## src/hdl/bdks_pkg.sv

```systemverilog
// Package for the bounded deque with key search: request and result beat types,
// request and status codes, and the control code that drives one storage cell.
// No dependencies.
package bdks_pkg;

    // Field widths of one request beat and one result beat.
    localparam int unsigned REQ_W    = 3;
    localparam int unsigned KEY_W    = 16;
    localparam int unsigned VALUE_W  = 20;
    localparam int unsigned STATUS_W = 2;
    localparam int unsigned COUNT_W  = 5;

    // Request codes.
    localparam logic [REQ_W-1:0] REQ_PUSH_BACK  = 3'd0;
    localparam logic [REQ_W-1:0] REQ_PUSH_FRONT = 3'd1;
    localparam logic [REQ_W-1:0] REQ_POP_FRONT  = 3'd2;
    localparam logic [REQ_W-1:0] REQ_POP_BACK   = 3'd3;
    localparam logic [REQ_W-1:0] REQ_FIND       = 3'd4;
    localparam logic [REQ_W-1:0] REQ_SET_VALUE  = 3'd5;
    localparam logic [REQ_W-1:0] REQ_FIND_MAX   = 3'd6;

    // Status codes.
    localparam logic [STATUS_W-1:0] STATUS_OK     = 2'd0;
    localparam logic [STATUS_W-1:0] STATUS_EMPTY  = 2'd1;
    localparam logic [STATUS_W-1:0] STATUS_NO_KEY = 2'd2;
    localparam logic [STATUS_W-1:0] STATUS_FULL   = 2'd3;

    // One stored entry.
    typedef struct packed {
        logic [KEY_W-1:0]   key;
        logic [VALUE_W-1:0] value;
    } t_entry;

    // One request beat.
    typedef struct packed {
        logic [REQ_W-1:0]   req_type;
        logic [KEY_W-1:0]   item_key;
        logic [VALUE_W-1:0] item_value;
    } t_req;

    // One result beat.
    typedef struct packed {
        logic [STATUS_W-1:0] status;
        logic [KEY_W-1:0]    out_key;
        logic [VALUE_W-1:0]  out_value;
        logic [COUNT_W-1:0]  stored_count;
    } t_result;

    // What a cell loads at the next clock edge.
    typedef enum logic [1:0] {
        CELL_HOLD,
        CELL_FROM_PREV,
        CELL_FROM_NEXT,
        CELL_LOAD
    } t_cell_op;

    // Control word from the sequencer to one cell.
    typedef struct packed {
        t_cell_op op;
    } t_cell_ctl;

endpackage

```

## src/hdl/bdks_cell.sv

```systemverilog
// One storage cell of the deque chain: holds a single (key, value) entry and
// takes its neighbor's entry, a new entry, or keeps its own each cycle.
// Depends on bdks_pkg.
module bdks_cell
    import bdks_pkg::*;
(
    input  logic      i_clk,
    input  t_cell_ctl i_ctl,
    input  t_entry    i_prev,
    input  t_entry    i_next,
    input  t_entry    i_load,
    output t_entry    o_entry
);

    t_entry r_entry;

    // Entry register; payload only, so no reset.
    always_ff @(posedge i_clk) begin
        unique case (i_ctl.op)
            CELL_HOLD:      r_entry <= r_entry;
            CELL_FROM_PREV: r_entry <= i_prev;
            CELL_FROM_NEXT: r_entry <= i_next;
            CELL_LOAD:      r_entry <= i_load;
            default:        r_entry <= r_entry;
        endcase
    end

    assign o_entry = r_entry;

endmodule

```

## src/hdl/bounded_deque_with_key_search_top.sv

```systemverilog
// Top level of the bounded deque with key search: a row of storage cells in
// front-to-back order plus the sequencer that shifts, loads and rotates them.
// Depends on bdks_pkg and bdks_cell.
//
//  Channel   | Ports                        | Handshake
//  ----------+------------------------------+-------------------------------------
//  request   | i_req, start, busy           | beat taken when start && !busy
//  result    | o_result, o_valid            | one-cycle strobe, cannot be stalled
//
// Push, pop and unused codes do not hold busy; the result shows the cycle after
// the request beat. Find, set value and find max on a non-empty store rotate
// the whole cell chain once past the front cell, one position a cycle, so they
// hold busy through the whole rotation and the result shows the cycle after it.
// Find, set value and find max on an empty store answer like a push or pop, with status empty.
// Reset is synchronous and empties the store; cell contents are not cleared.
module bounded_deque_with_key_search_top
    import bdks_pkg::*;
#(
    parameter int unsigned CAPACITY = 16
)
(
    input  logic    i_clk,
    input  logic    i_rst_n,
    input  logic    start,
    input  t_req    i_req,
    output logic    busy,
    output logic    o_valid,
    output t_result o_result
);

    localparam int unsigned CW = $clog2(CAPACITY + 1);
    localparam int unsigned PW = $clog2(CAPACITY);

    typedef enum logic {
        ST_IDLE,
        ST_SCAN
    } t_state;

    t_state          r_state;
    logic [CW-1:0]   r_count;
    logic [PW-1:0]   r_pos;
    t_req            r_req;
    logic            r_hit;
    t_entry          r_best;
    logic            r_valid;
    t_result         r_result;

    t_state          n_state;
    logic [CW-1:0]   n_count;
    logic            n_hit;
    t_entry          n_best;
    logic            n_valid;
    t_result         n_result;

    t_entry          w_cell [CAPACITY];
    t_cell_ctl       w_ctl  [CAPACITY];
    t_entry          w_new;
    t_entry          w_head;
    t_entry          w_back;
    t_entry          w_wrap;
    logic [CW-1:0]   w_count_m1;
    logic            w_accept;
    logic            w_empty;
    logic            w_full;
    logic            w_push_back;
    logic            w_push_front;
    logic            w_pop_front;
    logic            w_scan;
    logic            w_pos_valid;
    logic            w_key_op;
    logic            w_match;
    logic            w_last;

    // Handshake and store status.
    assign busy       = (r_state == ST_SCAN);
    assign w_accept   = start && !busy;
    assign w_empty    = (r_count == '0);
    assign w_full     = (r_count == CW'(CAPACITY));
    assign w_count_m1 = r_count - CW'(1);

    assign w_new  = '{key: i_req.item_key, value: i_req.item_value};
    assign w_head = w_cell[0];
    assign w_back = w_cell[w_count_m1[PW-1:0]];

    // Chain moves requested in this cycle.
    assign w_push_back  = w_accept && (i_req.req_type == REQ_PUSH_BACK) && !w_full;
    assign w_push_front = w_accept && (i_req.req_type == REQ_PUSH_FRONT) && !w_full;
    assign w_pop_front  = w_accept && (i_req.req_type == REQ_POP_FRONT) && !w_empty;
    assign w_scan       = (r_state == ST_SCAN);

    // Scan compare at the front cell, which holds position r_pos.
    assign w_pos_valid = (CW'(r_pos) < r_count);
    assign w_key_op    = (r_req.req_type == REQ_FIND) || (r_req.req_type == REQ_SET_VALUE);
    assign w_match     = w_scan && w_key_op && w_pos_valid && !r_hit
                         && (w_head.key == r_req.item_key);
    assign w_last      = (r_pos == PW'(CAPACITY - 1));

    // Entry that wraps from the front cell to the back cell; set value rewrites it.
    always_comb begin
        w_wrap = w_head;
        if (w_match && (r_req.req_type == REQ_SET_VALUE)) begin
            w_wrap.value = r_req.item_value;
        end
    end

    // Cell chain.
    for (genvar gi = 0; gi < CAPACITY; gi++) begin : g_cell
        t_entry w_prev;
        t_entry w_next;

        if (gi == 0) begin : g_first
            assign w_prev = w_new;
        end else begin : g_mid_prev
            assign w_prev = w_cell[gi-1];
        end

        if (gi == CAPACITY - 1) begin : g_last
            assign w_next = w_wrap;
        end else begin : g_mid_next
            assign w_next = w_cell[gi+1];
        end

        // Per-cell move: shift, rotate, or load at the back slot.
        always_comb begin
            priority if (w_push_front) begin
                w_ctl[gi].op = CELL_FROM_PREV;
            end else if (w_pop_front || w_scan) begin
                w_ctl[gi].op = CELL_FROM_NEXT;
            end else if (w_push_back && (r_count == CW'(gi))) begin
                w_ctl[gi].op = CELL_LOAD;
            end else begin
                w_ctl[gi].op = CELL_HOLD;
            end
        end

        bdks_cell u_cell (
            .i_clk   (i_clk),
            .i_ctl   (w_ctl[gi]),
            .i_prev  (w_prev),
            .i_next  (w_next),
            .i_load  (w_new),
            .o_entry (w_cell[gi])
        );
    end

    // Running search result during a scan.
    always_comb begin
        n_hit  = r_hit;
        n_best = r_best;
        if (w_match) begin
            n_hit  = 1'b1;
            n_best = w_wrap;
        end else if (w_scan && (r_req.req_type == REQ_FIND_MAX) && w_pos_valid
                     && ((r_pos == '0) || (w_head.value > r_best.value))) begin
            n_hit  = 1'b1;
            n_best = w_head;
        end
    end

    // Next state, count and result beat.
    always_comb begin
        n_state  = r_state;
        n_count  = r_count;
        n_valid  = 1'b0;
        n_result = '{status: STATUS_OK, out_key: '0, out_value: '0,
                     stored_count: COUNT_W'(r_count)};
        unique case (r_state)
            ST_IDLE: begin
                if (w_accept) begin
                    n_valid = 1'b1;
                    unique case (i_req.req_type)
                        REQ_PUSH_BACK, REQ_PUSH_FRONT: begin
                            if (w_full) begin
                                n_result.status = STATUS_FULL;
                            end else begin
                                n_count            = r_count + CW'(1);
                                n_result.out_key   = i_req.item_key;
                                n_result.out_value = i_req.item_value;
                            end
                        end
                        REQ_POP_FRONT, REQ_POP_BACK: begin
                            if (w_empty) begin
                                n_result.status = STATUS_EMPTY;
                            end else begin
                                n_count = w_count_m1;
                                if (i_req.req_type == REQ_POP_FRONT) begin
                                    n_result.out_key   = w_head.key;
                                    n_result.out_value = w_head.value;
                                end else begin
                                    n_result.out_key   = w_back.key;
                                    n_result.out_value = w_back.value;
                                end
                            end
                        end
                        REQ_FIND, REQ_SET_VALUE, REQ_FIND_MAX: begin
                            if (w_empty) begin
                                n_result.status = STATUS_EMPTY;
                            end else begin
                                n_valid = 1'b0;
                                n_state = ST_SCAN;
                            end
                        end
                        default: begin
                            n_result.status = STATUS_OK;
                        end
                    endcase
                    n_result.stored_count = COUNT_W'(n_count);
                end
            end
            ST_SCAN: begin
                if (w_last) begin
                    n_state = ST_IDLE;
                    n_valid = 1'b1;
                    if (n_hit) begin
                        n_result.out_key   = n_best.key;
                        n_result.out_value = n_best.value;
                    end else begin
                        n_result.status = STATUS_NO_KEY;
                    end
                end
            end
            default: begin
                n_state = ST_IDLE;
            end
        endcase
    end

    // State, count, scan registers and registered result.
    always_ff @(posedge i_clk) begin
        if (!i_rst_n) begin
            r_state <= ST_IDLE;
            r_count <= '0;
            r_pos   <= '0;
            r_hit   <= 1'b0;
            r_valid <= 1'b0;
        end else begin
            r_state <= n_state;
            r_count <= n_count;
            r_valid <= n_valid;
            if (w_accept) begin
                r_pos <= '0;
                r_hit <= 1'b0;
            end else if (w_scan) begin
                r_pos <= r_pos + PW'(1);
                r_hit <= n_hit;
            end
        end
    end

    // Payload registers.
    always_ff @(posedge i_clk) begin
        if (w_accept) begin
            r_req <= i_req;
        end
        if (w_scan) begin
            r_best <= n_best;
        end
        r_result <= n_result;
    end

    assign o_valid  = r_valid;
    assign o_result = r_result;

    // The count never passes the capacity.
    a_count_bound: assert property (@(posedge i_clk) disable iff (!i_rst_n)
        r_count <= CW'(CAPACITY))
        else $error("entry count exceeds capacity");

    // No result beat appears while a scan is running.
    a_no_valid_in_scan: assert property (@(posedge i_clk) disable iff (!i_rst_n)
        busy |-> !o_valid)
        else $error("result strobe during scan");

    // Push and pop requests answer in the next cycle.
    a_fast_answer: assert property (@(posedge i_clk) disable iff (!i_rst_n)
        (w_accept && ((i_req.req_type == REQ_PUSH_BACK) || (i_req.req_type == REQ_PUSH_FRONT)
                      || (i_req.req_type == REQ_POP_FRONT)
                      || (i_req.req_type == REQ_POP_BACK))) |=> o_valid)
        else $error("push or pop result missing");

    // A search on a non-empty store starts a scan.
    a_scan_start: assert property (@(posedge i_clk) disable iff (!i_rst_n)
        (w_accept && !w_empty && ((i_req.req_type == REQ_FIND)
                                  || (i_req.req_type == REQ_SET_VALUE)
                                  || (i_req.req_type == REQ_FIND_MAX))) |=> busy)
        else $error("search did not start a scan");

    // The count does not change during a scan.
    a_count_stable_scan: assert property (@(posedge i_clk) disable iff (!i_rst_n)
        busy |=> $stable(r_count))
        else $error("entry count changed during scan");

endmodule
```

## config.mk

```make
export PLATFORM = sky130hd
export DESIGN_NAME = bounded_deque_with_key_search_top
export DESIGN_NICKNAME = d
export VERILOG_FILES = /design/src/hdl/bdks_pkg.sv /design/src/hdl/bdks_cell.sv /design/src/hdl/bounded_deque_with_key_search_top.sv
export SDC_FILE = /design/constraint.sdc
export NUM_CORES = 2
export LEC_CHECK = 0
export BUFFER_PORTS_ARGS = -buffer_cell sky130_fd_sc_hd__buf_4
export CAP_MARGIN = 0
export CORE_MARGIN = 4
export CORE_UTILIZATION = 40
export DETAILED_ROUTE_END_ITERATION = 12
export GPL_TIMING_DRIVEN = 0
export HOLD_SLACK_MARGIN = 0.1
export PLACE_DENSITY = 0.55
export SYNTH_ARGS = -nofsm -noshare
export SYNTH_HDL_FRONTEND = slang
export SYNTH_SLANG_ARGS = --single-unit
```

## constraint.sdc

```tcl
create_clock -name i_clk -period 5 [get_ports i_clk]
set_input_delay 0.5 -clock i_clk [delete_from_list [all_inputs] [get_ports i_clk]]
set_output_delay 0.5 -clock i_clk [all_outputs]
set_load 0.03 [all_outputs]
```

==> qor.yml <==
yosysTopAreaCell: "edfxtp_1"
final-instance-count-excl-fill: 5109
hpwl_mm: 109
synthesis.area_mm2: 0.0381
dieArea_mm2: 0.100
clock_skew_ps: 23.4
finalSetupViolations: 0
drive_gt1_frac: 0.116
antenna_cells: 0
period_share: 0.978
synth_area_leaders: "edfxtp_1 51%, nand2_1 12%, a22oi_1 11%"
ys_ff_latch: 706
worstPathRequired_ps: 5370
antenna_found_initial: 1
ant_nets: 0
fmax_mhz: 205
hold_path_depth: 1
crit_buf_inv: 8
rsz0062_at_grt: "false"
worstMarginPinSlew_ps: 1510
ios: 87
final_util: 0.466
max_cap_viol_count: 1
firstDrtPassIters: 6
critPathSlowestCell: "a21oi_2"
synth_area_per_cell_um2: 10.7
row_count: 112
layout_commonest_cell: "nand2_1"
fin_crit_ps: 4890
synth_cells: 3576
status: "complete, but fails checks"
synth-edff-count: 651
maxSlewViolCount: 11
cts_tree: "done"
clk_latency_ps: 640
synth_cell_types: 63
grt_first_pass_wirelength_mm: 199
fillers: 8877
cp_num_cells: 13
leakage_nw: 16.3
worstSetupEndpointType: "register"
wl_per_cell_um: 26.9
placed_area_mm2: 0.0409
cts_htree_levels: 3
hold_class: "in2reg"
layout_common_cells: "1,202 x nand2_1, 651 x edfxtp_1, 557 x a22oi_1"
ys_seq_area_frac: 0.542
path_max_fanout: 22
portBuffers: 86
vias_per_cell: 6.06
critPathMaxStageDelay_ps: 740
fin_tns_setup_ps: 0
async_reset_ff_frac: 0
path_cells: "clkbuf_2 > buf_6 > clkbuf_2 > inv_1 > ha_1 > nand3_1 > a31o_1 > clkbuf_1 > buf_2 > a21oi_2 > clkbuf_2 > o21ai_4 > buf_12"
cp_top_family: "buffers and inverters"
start_util: 0.406
grt_pass1_vias: 29163
ctsLongestPathBuffers: 3
post_cts_buffers: 0
synth_top_flop_cell: "edfxtp_1"
wl_mm: 137
drtIter0Drc: 4431
drc: 0
cp-start-kind: "register"
violations: "max-capacitance violations, max-slew violations"
synth_nets: 3649
clkTransAtPathRegs_ps: 60
crit_type: "reg2reg"
cpMostUsedCell: "clkbuf_2"
final_nets: 3869
areaGrowthSynthToFinish_pct: 14.7
peakVddDrop_uv: 211
dp_cells: 4932
grt_overflow: 0
final_area_mm2: 0.0437
cts.sinks: 706
core_area_mm2: 0.0939
yosysTopAreaCellShare: 0.513
worstPathArrival_ps: 5260
finalHoldViolCount: 0
die_w_um: 317
grt_use_total: 0.270
synth_warnings: 0
cts_buffers: 78
slew-limit-headroom: -0.0126
vias: 30947
power_density_mw_per_mm2: 360
reg2reg_depth: 13
fp.dieH_um: 317
place.gp.congestion: 0.925
cts_root_buf: "clkbuf_16"
grt_max_degree: 41
==> logic make-up after synthesis <==
group,count (synthesis),share of synthesized area
adders and majority gates,31,0.0102
buffers and inverters,360,0.0379
muxes,216,0.106
and+or+nand+nor,1449,0.152
AOI/OAI and AO/OA,791,0.147
xor gates and xnor gates,23,0.00529
DFF,706,0.542
==> flip-flops by register name (all words and copies together), names as in the netlist <==
signal and flops:
busy 1, g_cell.u_cell.o_entry 576, o_result 43, o_valid 1, r_best 36, r_count 5, r_hit 1, r_pos 4
r_req 39
==> cells in the mapped netlist (20+ instances only) <==
cell type / n
clkbuf_1: 260
a22oi_1: 557
nand3_1: 77
a21oi_1: 71
mux4_2: 144
o21ai_0: 24
mux2i_1: 20
inv_1: 28
mux2_1: 48
dfxtp_1: 55
o31ai_1: 21
nor2_1: 80
nor3_1: 25
buf_1: 35
nand2_1: 1203
a2bb2oi_1: 21
o22ai_1: 39
o21ai_1: 36
ha_1: 31
edfxtp_1: 651
buf_2: 23
==> through the flow <==
step	power (W)	hold slack (ps)	worst slack [ps]
final	0.0157	145	111
after global routing	0.0162	134	31.5
after CTS	0.0157	114	94.8
after detailed placement	0.0101	553	-1670
after global placement	0.0100	543	-2370
after floorplan	0.00901	516	487
==> timing repair <==
| action | 4_1_cts | 5_1_grt |
|---|---|---|
| gates resized for setup | 32 | 2 |
| hold buffers | 39 | 0 |
| endpoints found under the setup margin | 1057 | 85 |
| pin swaps | 0 | 0 |
| hold endpoints to repair | 39 | 0 |
==> final timing paths <==
check	startpoint	end	slack, ps
hold reg to reg	r_best[22]$_DFFE_PP_	r_best[22]$_DFFE_PP_	560
setup reg to reg	r_count[0]$_SDFFE_PN0P_	g_cell[7].u_cell.o_entry[10]$_DFFE_PP_	110
hold / removal	i_req[38]	r_req[38]$_DFFE_PP_	150
setup / recovery	r_count[0]$_SDFFE_PN0P_	g_cell[7].u_cell.o_entry[10]$_DFFE_PP_	110
==> area by class of cell <==
type / count / area, um^2 / area share
timing repair buffer: 141 / 1450 / 0.0331
buffer: 330 / 1380 / 0.0316
clock inverter: 38 / 260 / 0.00595
sequential: 706 / 20700 / 0.472
inverter: 29 / 109 / 0.00249
tap: 1254 / 1570 / 0.0359
clock buffer: 101 / 2120 / 0.0485
multi-input combinational: 2510 / 16200 / 0.370
==> per-layer routing <==
layer | GRT usage | up-vias | wire length, um | share of wire
met4 | 0.0741 | 0 | 3400 | 0.025
met5 | 0 | - | 0 | 0
met2 | 0.412 | 1830 | 60300 | 0.44
met1 | 0.406 | 15180 | 60100 | 0.44
met3 | 0.0356 | 187 | 13400 | 0.098
li1 | - | 13750 | - | -
==> power by group <==
| part | internal (W) | total [W] | switching [W] |
|---|---|---|---|
| sequential | 0.00697 | 0.00737 | 0.000392 |
| clock | 0.00314 | 0.00561 | 0.00247 |
| combinational | 0.00101 | 0.00274 | 0.00174 |
Power figures use the tool's default switching activity.
